[src/design/mma_pkg.sv]
`timescale 1ns / 1ps
// Shared types, constants and helpers for the matrix multiply-accumulate block.
// No dependencies; the top level and mma_mac import this package.
package mma_pkg;

	localparam int VALUE_W = 16;
	localparam int POS_W   = 3;
	localparam int SIZE_W  = 4;
	localparam int PROD_W  = 32;
	localparam int ACC_W   = 36;
	localparam int FRAC_W  = 8;

	localparam logic [SIZE_W-1:0] SIZE_RESET = 4'd8;

	localparam logic [1:0] CMD_LOAD_A  = 2'd0;
	localparam logic [1:0] CMD_LOAD_B  = 2'd1;
	localparam logic [1:0] CMD_LOAD_C  = 2'd2;
	localparam logic [1:0] CMD_COMPUTE = 2'd3;

	typedef struct packed {
		logic [1:0]                command;
		logic [POS_W-1:0]          row;
		logic [POS_W-1:0]          column;
		logic signed [VALUE_W-1:0] value;
	} mma_item_t;

	typedef struct packed {
		logic [POS_W-1:0]          out_row;
		logic [POS_W-1:0]          out_column;
		logic signed [VALUE_W-1:0] out_value;
		logic                      last;
	} mma_result_t;

	// Travels with each product term through the shared MAC.
	typedef struct packed {
		logic             first;
		logic             last_k;
		logic [POS_W-1:0] row;
		logic [POS_W-1:0] column;
		logic             last;
	} mma_tag_t;

	typedef struct packed {
		logic     pending;
		logic     done;
		mma_tag_t tag;
	} mma_mac_stat_t;

	// Floor shift by FRAC_W (arithmetic) then clamp to 16 bits.
	function automatic logic signed [VALUE_W-1:0] sat_q88(input logic signed [ACC_W-1:0] acc);
		logic [ACC_W-VALUE_W-FRAC_W:0] top;
		logic signed [VALUE_W-1:0]     res;
		top = acc[ACC_W-1:VALUE_W+FRAC_W-1];
		if (top == '0 || top == '1) begin
			res = acc[VALUE_W+FRAC_W-1:FRAC_W];
		end else if (acc[ACC_W-1]) begin
			res = {1'b1, {(VALUE_W-1){1'b0}}};
		end else begin
			res = {1'b0, {(VALUE_W-1){1'b1}}};
		end
		return res;
	endfunction

endpackage

[src/design/matrix_multiply_accumulate_top.sv]
`timescale 1ns / 1ps
// Square matrix multiply-accumulate C = C + A*B in signed Q8.8.
// Uses mma_pkg, mma_ram (three element stores) and mma_mac.
//
// Usage:
//   Items are accepted on a rising edge with start high and busy low. Loads
//   (A, B or C element) write the store in that edge and give no result;
//   busy stays low, so loads can go one per cycle. A load with row or column
//   at or above MAX_SIZE is dropped.
//   A compute beat raises busy. With n = min(matrix_size, MAX_SIZE), the
//   sequencer walks (row, column, k) through one shared multiplier and
//   accumulator, one product term per cycle. Each term passes through the
//   store read registers, the product register and the accumulator, and each
//   C element through the result register; busy falls after the last result.
//   Results come row-major on result, one cycle each, marked by strobe,
//   last set on the final one; each is also written back into the C store.
//   The receiver cannot stall: every strobe beat is taken.
//   matrix_size is written on cfg_valid/cfg_ready while idle; n = 0 makes a
//   compute a no-op.
//   Reset: matrix_size returns to 8, the sequencer idles, strobe is low.
//   The element stores hold no reset value: load before computing.
module matrix_multiply_accumulate_top
	import mma_pkg::*;
#(
	parameter int MAX_SIZE = 8
) (
	input  logic              clk,
	input  logic              arst_n,
	input  logic              start,
	output logic              busy,
	input  mma_item_t         item,
	output logic              strobe,
	output mma_result_t       result,
	input  logic              cfg_valid,
	output logic              cfg_ready,
	input  logic [SIZE_W-1:0] cfg_data
);

	localparam int DEPTH  = MAX_SIZE * MAX_SIZE;
	localparam int IDX_W  = (MAX_SIZE > 1) ? $clog2(MAX_SIZE) : 1;
	localparam int ADDR_W = (DEPTH > 1) ? $clog2(DEPTH) : 1;

	localparam logic [SIZE_W-1:0] MAX_N = SIZE_W'(MAX_SIZE);

	localparam logic [1:0] ST_IDLE  = 2'd0;
	localparam logic [1:0] ST_RUN   = 2'd1;
	localparam logic [1:0] ST_DRAIN = 2'd2;

	logic [1:0]        state_q;
	logic [SIZE_W-1:0] size_q;
	logic [SIZE_W-1:0] n_q;
	logic [SIZE_W-1:0] n_eff;
	logic [IDX_W-1:0]  i_q, j_q, k_q;
	logic              valid_s1;
	mma_tag_t          tag_s0, tag_s1;
	logic              strobe_q;
	mma_result_t       result_q;

	logic                      accept;
	logic                      in_range;
	logic [ADDR_W-1:0]         load_addr;
	logic [ADDR_W-1:0]         addr_a, addr_b, addr_c;
	logic                      we_a, we_b, we_c;
	logic [ADDR_W-1:0]         waddr_c;
	logic [VALUE_W-1:0]        wdata_c;
	logic [VALUE_W-1:0]        a_s1, b_s1, c_s1;
	logic                      k_end, j_end, i_end;
	mma_mac_stat_t             mac_stat;
	logic signed [ACC_W-1:0]   mac_acc;

	assign accept    = start && !busy;
	assign busy      = (state_q != ST_IDLE);
	assign cfg_ready = !busy;
	assign n_eff     = (size_q > MAX_N) ? MAX_N : size_q;

	assign in_range  = ({1'b0, item.row} < MAX_N) && ({1'b0, item.column} < MAX_N);
	assign load_addr = ADDR_W'(int'(item.row) * MAX_SIZE + int'(item.column));

	assign addr_a = ADDR_W'(int'(i_q) * MAX_SIZE + int'(k_q));
	assign addr_b = ADDR_W'(int'(k_q) * MAX_SIZE + int'(j_q));
	assign addr_c = ADDR_W'(int'(i_q) * MAX_SIZE + int'(j_q));

	assign we_a = accept && in_range && item.command == CMD_LOAD_A;
	assign we_b = accept && in_range && item.command == CMD_LOAD_B;
	// C port is shared by loads and result write-back; the two never meet
	// because busy only falls once the last result has gone out.
	assign we_c    = (accept && in_range && item.command == CMD_LOAD_C) || strobe_q;
	assign waddr_c = strobe_q
		? ADDR_W'(int'(result_q.out_row) * MAX_SIZE + int'(result_q.out_column))
		: load_addr;
	assign wdata_c = strobe_q ? result_q.out_value : item.value;

	assign k_end = (SIZE_W'(k_q) == n_q - 1'b1);
	assign j_end = (SIZE_W'(j_q) == n_q - 1'b1);
	assign i_end = (SIZE_W'(i_q) == n_q - 1'b1);

	always_comb begin
		tag_s0.first  = (k_q == '0);
		tag_s0.last_k = k_end;
		tag_s0.row    = POS_W'(i_q);
		tag_s0.column = POS_W'(j_q);
		tag_s0.last   = i_end && j_end;
	end

	always_ff @(posedge clk or negedge arst_n) begin
		if (!arst_n) begin
			state_q  <= ST_IDLE;
			size_q   <= SIZE_RESET;
			n_q      <= '0;
			i_q      <= '0;
			j_q      <= '0;
			k_q      <= '0;
			valid_s1 <= 1'b0;
			strobe_q <= 1'b0;
		end else begin
			valid_s1 <= (state_q == ST_RUN);
			strobe_q <= mac_stat.done;
			if (cfg_valid && cfg_ready) begin
				size_q <= cfg_data;
			end
			unique case (state_q)
				ST_IDLE: begin
					if (accept && item.command == CMD_COMPUTE && n_eff != '0) begin
						n_q     <= n_eff;
						i_q     <= '0;
						j_q     <= '0;
						k_q     <= '0;
						state_q <= ST_RUN;
					end
				end
				ST_RUN: begin
					if (!k_end) begin
						k_q <= k_q + 1'b1;
					end else begin
						k_q <= '0;
						if (!j_end) begin
							j_q <= j_q + 1'b1;
						end else begin
							j_q <= '0;
							i_q <= i_q + 1'b1;
							if (i_end) begin
								state_q <= ST_DRAIN;
							end
						end
					end
				end
				ST_DRAIN: begin
					if (!valid_s1 && !mac_stat.pending && !mac_stat.done && !strobe_q) begin
						state_q <= ST_IDLE;
					end
				end
				default: begin
					state_q <= ST_IDLE;
				end
			endcase
		end
	end

	always_ff @(posedge clk) begin
		tag_s1 <= tag_s0;
		if (mac_stat.done) begin
			result_q.out_row    <= mac_stat.tag.row;
			result_q.out_column <= mac_stat.tag.column;
			result_q.out_value  <= sat_q88(mac_acc);
			result_q.last       <= mac_stat.tag.last;
		end
	end

	assign strobe = strobe_q;
	assign result = result_q;

	mma_ram #(.DEPTH(DEPTH), .ADDR_W(ADDR_W), .DATA_W(VALUE_W)) u_ram_a (
		.clk   (clk),
		.we    (we_a),
		.waddr (load_addr),
		.wdata (item.value),
		.raddr (addr_a),
		.rdata (a_s1)
	);

	mma_ram #(.DEPTH(DEPTH), .ADDR_W(ADDR_W), .DATA_W(VALUE_W)) u_ram_b (
		.clk   (clk),
		.we    (we_b),
		.waddr (load_addr),
		.wdata (item.value),
		.raddr (addr_b),
		.rdata (b_s1)
	);

	mma_ram #(.DEPTH(DEPTH), .ADDR_W(ADDR_W), .DATA_W(VALUE_W)) u_ram_c (
		.clk   (clk),
		.we    (we_c),
		.waddr (waddr_c),
		.wdata (wdata_c),
		.raddr (addr_c),
		.rdata (c_s1)
	);

	mma_mac u_mac (
		.clk      (clk),
		.arst_n   (arst_n),
		.valid_s1 (valid_s1),
		.tag_s1   (tag_s1),
		.a_s1     (a_s1),
		.b_s1     (b_s1),
		.c_s1     (c_s1),
		.stat     (mac_stat),
		.acc      (mac_acc)
	);

`ifndef SYNTHESIS
	// Result beats only come out of an active compute.
	a_strobe_busy: assert property (@(posedge clk) disable iff (!arst_n)
		strobe |-> busy)
		else $error("result beat while idle");

	// Nothing follows the final element of a matrix.
	a_last_alone: assert property (@(posedge clk) disable iff (!arst_n)
		strobe && result.last |=> !strobe)
		else $error("result beat after last");

	// A C load must never collide with a write-back on the shared C port.
	a_c_port: assert property (@(posedge clk) disable iff (!arst_n)
		accept && item.command == CMD_LOAD_C |-> !strobe_q)
		else $error("C load collides with write-back");

	// A compute with a nonzero size always takes the block busy.
	a_compute_busy: assert property (@(posedge clk) disable iff (!arst_n)
		accept && item.command == CMD_COMPUTE && n_eff != '0 |=> busy)
		else $error("compute beat did not start the sequencer");
`endif

endmodule

[src/design/mma_ram.sv]
`timescale 1ns / 1ps
// Element store: one write port, one read port with registered read data.
// Depends on nothing; instanced once per matrix by the top level.
module mma_ram #(
	parameter int DEPTH  = 64,
	parameter int ADDR_W = 6,
	parameter int DATA_W = 16
) (
	input  logic              clk,
	input  logic              we,
	input  logic [ADDR_W-1:0] waddr,
	input  logic [DATA_W-1:0] wdata,
	input  logic [ADDR_W-1:0] raddr,
	output logic [DATA_W-1:0] rdata
);

	logic [DATA_W-1:0] mem_q [DEPTH];

	always_ff @(posedge clk) begin
		if (we) begin
			mem_q[waddr] <= wdata;
		end
		rdata <= mem_q[raddr];
	end

endmodule

[src/design/mma_mac.sv]
`timescale 1ns / 1ps
// Shared multiply-accumulate unit: registered 16x16 product, then a 36-bit
// accumulate seeded with C*256 on the first term. Depends on mma_pkg.
module mma_mac
	import mma_pkg::*;
(
	input  logic                      clk,
	input  logic                      arst_n,
	input  logic                      valid_s1,
	input  mma_tag_t                  tag_s1,
	input  logic signed [VALUE_W-1:0] a_s1,
	input  logic signed [VALUE_W-1:0] b_s1,
	input  logic signed [VALUE_W-1:0] c_s1,
	output mma_mac_stat_t             stat,
	output logic signed [ACC_W-1:0]   acc
);

	logic                      valid_s2;
	mma_tag_t                  tag_s2;
	logic signed [PROD_W-1:0]  prod_s2;
	logic signed [VALUE_W-1:0] c_s2;
	logic                      done_q;
	mma_tag_t                  tag_q;
	logic signed [ACC_W-1:0]   acc_q;
	logic signed [ACC_W-1:0]   base;
	logic signed [ACC_W-1:0]   sum;

	always_comb begin
		base = tag_s2.first ? {{(ACC_W-VALUE_W-FRAC_W){c_s2[VALUE_W-1]}}, c_s2, {FRAC_W{1'b0}}}
		                    : acc_q;
		sum  = base + {{(ACC_W-PROD_W){prod_s2[PROD_W-1]}}, prod_s2};
	end

	always_ff @(posedge clk or negedge arst_n) begin
		if (!arst_n) begin
			valid_s2 <= 1'b0;
			done_q   <= 1'b0;
			acc_q    <= '0;
		end else begin
			valid_s2 <= valid_s1;
			done_q   <= valid_s2 && tag_s2.last_k;
			if (valid_s2) begin
				acc_q <= sum;
			end
		end
	end

	always_ff @(posedge clk) begin
		prod_s2 <= a_s1 * b_s1;
		c_s2    <= c_s1;
		tag_s2  <= tag_s1;
		tag_q   <= tag_s2;
	end

	assign stat.pending = valid_s2;
	assign stat.done    = done_q;
	assign stat.tag     = tag_q;
	assign acc          = acc_q;

endmodule
[config.mk]
export PLATFORM = sky130hd
export DESIGN_NAME = matrix_multiply_accumulate_top
export DESIGN_NICKNAME = d
export VERILOG_FILES = /design/src/design/mma_pkg.sv /design/src/design/matrix_multiply_accumulate_top.sv /design/src/design/mma_ram.sv /design/src/design/mma_mac.sv
export SDC_FILE = /design/constraint.sdc
export NUM_CORES = 2
export LEC_CHECK = 0
export BUFFER_PORTS_ARGS = -buffer_cell sky130_fd_sc_hd__buf_4
export CELL_PAD_IN_SITES_DETAIL_PLACEMENT = 1
export CELL_PAD_IN_SITES_GLOBAL_PLACEMENT = 1
export CORE_MARGIN = 2
export CORE_UTILIZATION = 57
export DETAILED_ROUTE_END_ITERATION = 16
export GPL_ROUTABILITY_DRIVEN = 0
export PLACE_DENSITY_LB_ADDON = 0.1
export SYNTH_ARGS = -nofsm -noshare
export SYNTH_HDL_FRONTEND = slang
export SYNTH_SLANG_ARGS = --single-unit
[constraint.sdc]
create_clock -name clk -period 15 [get_ports clk]
set_clock_uncertainty 0.1 [all_clocks]
set_input_delay 3 -clock clk [delete_from_list [all_inputs] [get_ports clk]]
set_output_delay 3 -clock clk [all_outputs]
set_load 0.05 [all_outputs]
==> flow_summary.toml <==
[timing]
setup_viol = 0
hold_slack_ns = 0.224
post-route-period-util = 0.467
grt_setup_unrepaired = "false"
fmax_ghz = 0.143
max_slew_margin = 0.113
hold_viol = 0
final-max-slew-violation-count = 0
fin_ws_ns = 7.99
period_needed_ns = 7.01
tns_ns = 0
tightest_slew_ns = 1.33

[detailed_routing]
ant_nets = 0
routed_wl_um = 353000
route.detailed.drc = 0
dr.first_iter.drc_count = 7593
via_per_inst = 6.53
avgRoutedWirePerCell_um = 34.7
num_vias = 66390
firstDrtPassIters = 5

[clock_tree]
cts.sinks = 3275
ctsResizeCount = 0
cts.reportedPaths.clkPinSlew_ns = 0.06
cts_max_path_buffers = 4
cts-root-buf = "clkbuf_16"
hold_buffers = 0
htreeDepth = 5
cts_tree = "done"
cts_made_buffers = 343
clock_latency_ns = 0.97
cts_setup_buffers = 0

[finish]
most-common-layout-cells = "edfxtp_1, mux4_2, clkbuf_16, inv_1, buf_4"
final_common_cell = "edfxtp_1"
fin_nets = 7161
drive_above_1_share = 0.278
syn2layout_area_growth_pct = 12.0
stdcell_area_sq_mm = 0.151
nFillCells = 18898

[floorplan]
design.core.area_sq_mm = 0.235
io-pin-count = 58
die_x_um = 491
dieHeight_um = 491
initial_core_util = 0.573
fp.dieArea_sq_mm = 0.241
rows = 178

[grt]
antenna_found_initial = 31
grt_pass1_wl_um = 512000
grt_pass1_vias = 70337
globalRouteOverflowTotal = 0
grt.total_usage = 0.299
grt_max_degree = 142

[synthesis]
syn_area_per_cell_sq_um = 21.2
synthFlopType = "edfxtp_1"
postSynth.asyncResetShare = 0.0180
yosysTopAreaCell = "edfxtp_1"
synthTopCellsByArea = "edfxtp_1, mux4_2, fa_1"
yosysSeqAreaShare = 0.718
synth_edf_count = 3095
synth_top_area_frac = 0.689
synth_area_sq_mm = 0.135
syn_inst = 6373
ys_types = 76
syn-num-nets = 6790
yosysWarnings = 0
ys_ff_latch = 3275

[setup_path]
start_kind = "register"
required_ns = 15.69
reg2reg_from = "u_ram_a.rdata[15]"
end_kind = "register"
setup.worst_path.class = "register to register"
worstPathMaxFanout = 16
critPathLaunch = "u_ram_a.rdata[15]"
worstPathArrival_ns = 7.70

[place]
port_buffers = 57
dpl_worst_slack_ns = 8.02
dp_hpwl_um = 215000
dpl_cell_area_sq_mm = 0.140

[status]
status = "completed"

[worst_hold_path]
hold_start = "u_mac.tag_s2[2]"
hold_path_class = "register to register"

[flow_run]
max_cap_violations = 0
registers in the layout, summed over array words and instances, names as in the netlist:
register	cells
u_ram_a.mem_q	1024
u_ram_b.mem_q	1024
u_ram_c.mem_q	1024
u_mac.acc	36
u_mac.prod_s2	32
result	23
u_mac.c_s2	16
u_ram_a.rdata	16
u_ram_b.rdata	16
u_ram_c.rdata	16
tag_s1	9
u_mac.tag_s2	9
u_mac.stat	7
n_q	4
size_q	4
i_q	3
j_q	3
k_q	3
state_q	2
strobe	1
u_mac.done_q	1
u_mac.valid_s2	1
valid_s1	1
final timing paths:
check	cells past startpoint	endpoint	slack, ns
max in group asynchronous	1	k_q[2]	11.80
max reg2reg	17	u_mac.prod_s2[31]	7.99
max	17	u_mac.prod_s2[31]	7.99
min reg2reg	0	u_mac.stat[2]	0.22
min in group asynchronous	1	strobe	2.13
min	0	u_mac.stat[2]	0.22
critical path: stages, from the launching register on:
cell and delay [ns]:
dfxtp_1 0.70, nand2_1 0.21, inv_1 0.16, fa_1 0.55, fa_1 0.91, fa_1 0.53
fa_1 0.50, fa_1 0.49, inv_1 0.05, fa_1 0.47, inv_1 0.04, ha_1 0.41
nand3_1 0.15, or3_1 0.39, a211oi_1 0.58, o41ai_2 0.18, mux2i_1 0.16, a2111oi_2 0.33
synthesized netlist by cell type (58+ instances only):
cell type  count
edfxtp_1    3095
mux4_2      1008
inv_1        319
fa_1         263
nor2_1       249
nand2_1      207
clkbuf_1     178
and2_1       129
ha_1         122
dfxtp_1      121
buf_2         69
dfrtp_1       58
area by class of cell:
class	instances	area (sq um)	share of cell area
sequential	3275	96900	0.641
multi-input combinational	2483	35900	0.237
clock buffer	429	9170	0.0606
tap	3150	3940	0.0261
timing repair buffer	320	2460	0.0163
clock inverter	171	1630	0.0108
inverter	321	1200	0.00797
antenna	17	42.5	0.000281
metal layers:
layer	GRT usage	vias to the layer above	wire, um
met5	0	-	101
met4	0.0902	16	10700
met3	0.0588	550	28300
met2	0.483	3069	176000
met1	0.418	36304	138000
li1	-	26451	-
logic make-up (layout without fill, tap and decap cells):
family | count (synthesis) | after routing | synth area share
flops | 3275 | 3275 | 0.718
mux | 1070 | 1070 | 0.173
simple gates | 720 | 720 | 0.0248
buf+inv | 615 | 1241 | 0.0178
fa+ha+maj | 385 | 385 | 0.0503
compound gates | 248 | 248 | 0.0122
xor+xnor | 60 | 60 | 0.00389
other cells | 0 | 17 | 0
stage by stage:
stage               instances   util
detailed placement       9548  0.596
CTS                     10148  0.642
floorplan                6373      -
global route            10153  0.642
global placement         9548  0.596
finish                  10166  0.642
Power is not shown: default switching activity piles up to over one toggle a cycle in this logic, so the estimate is an artifact.
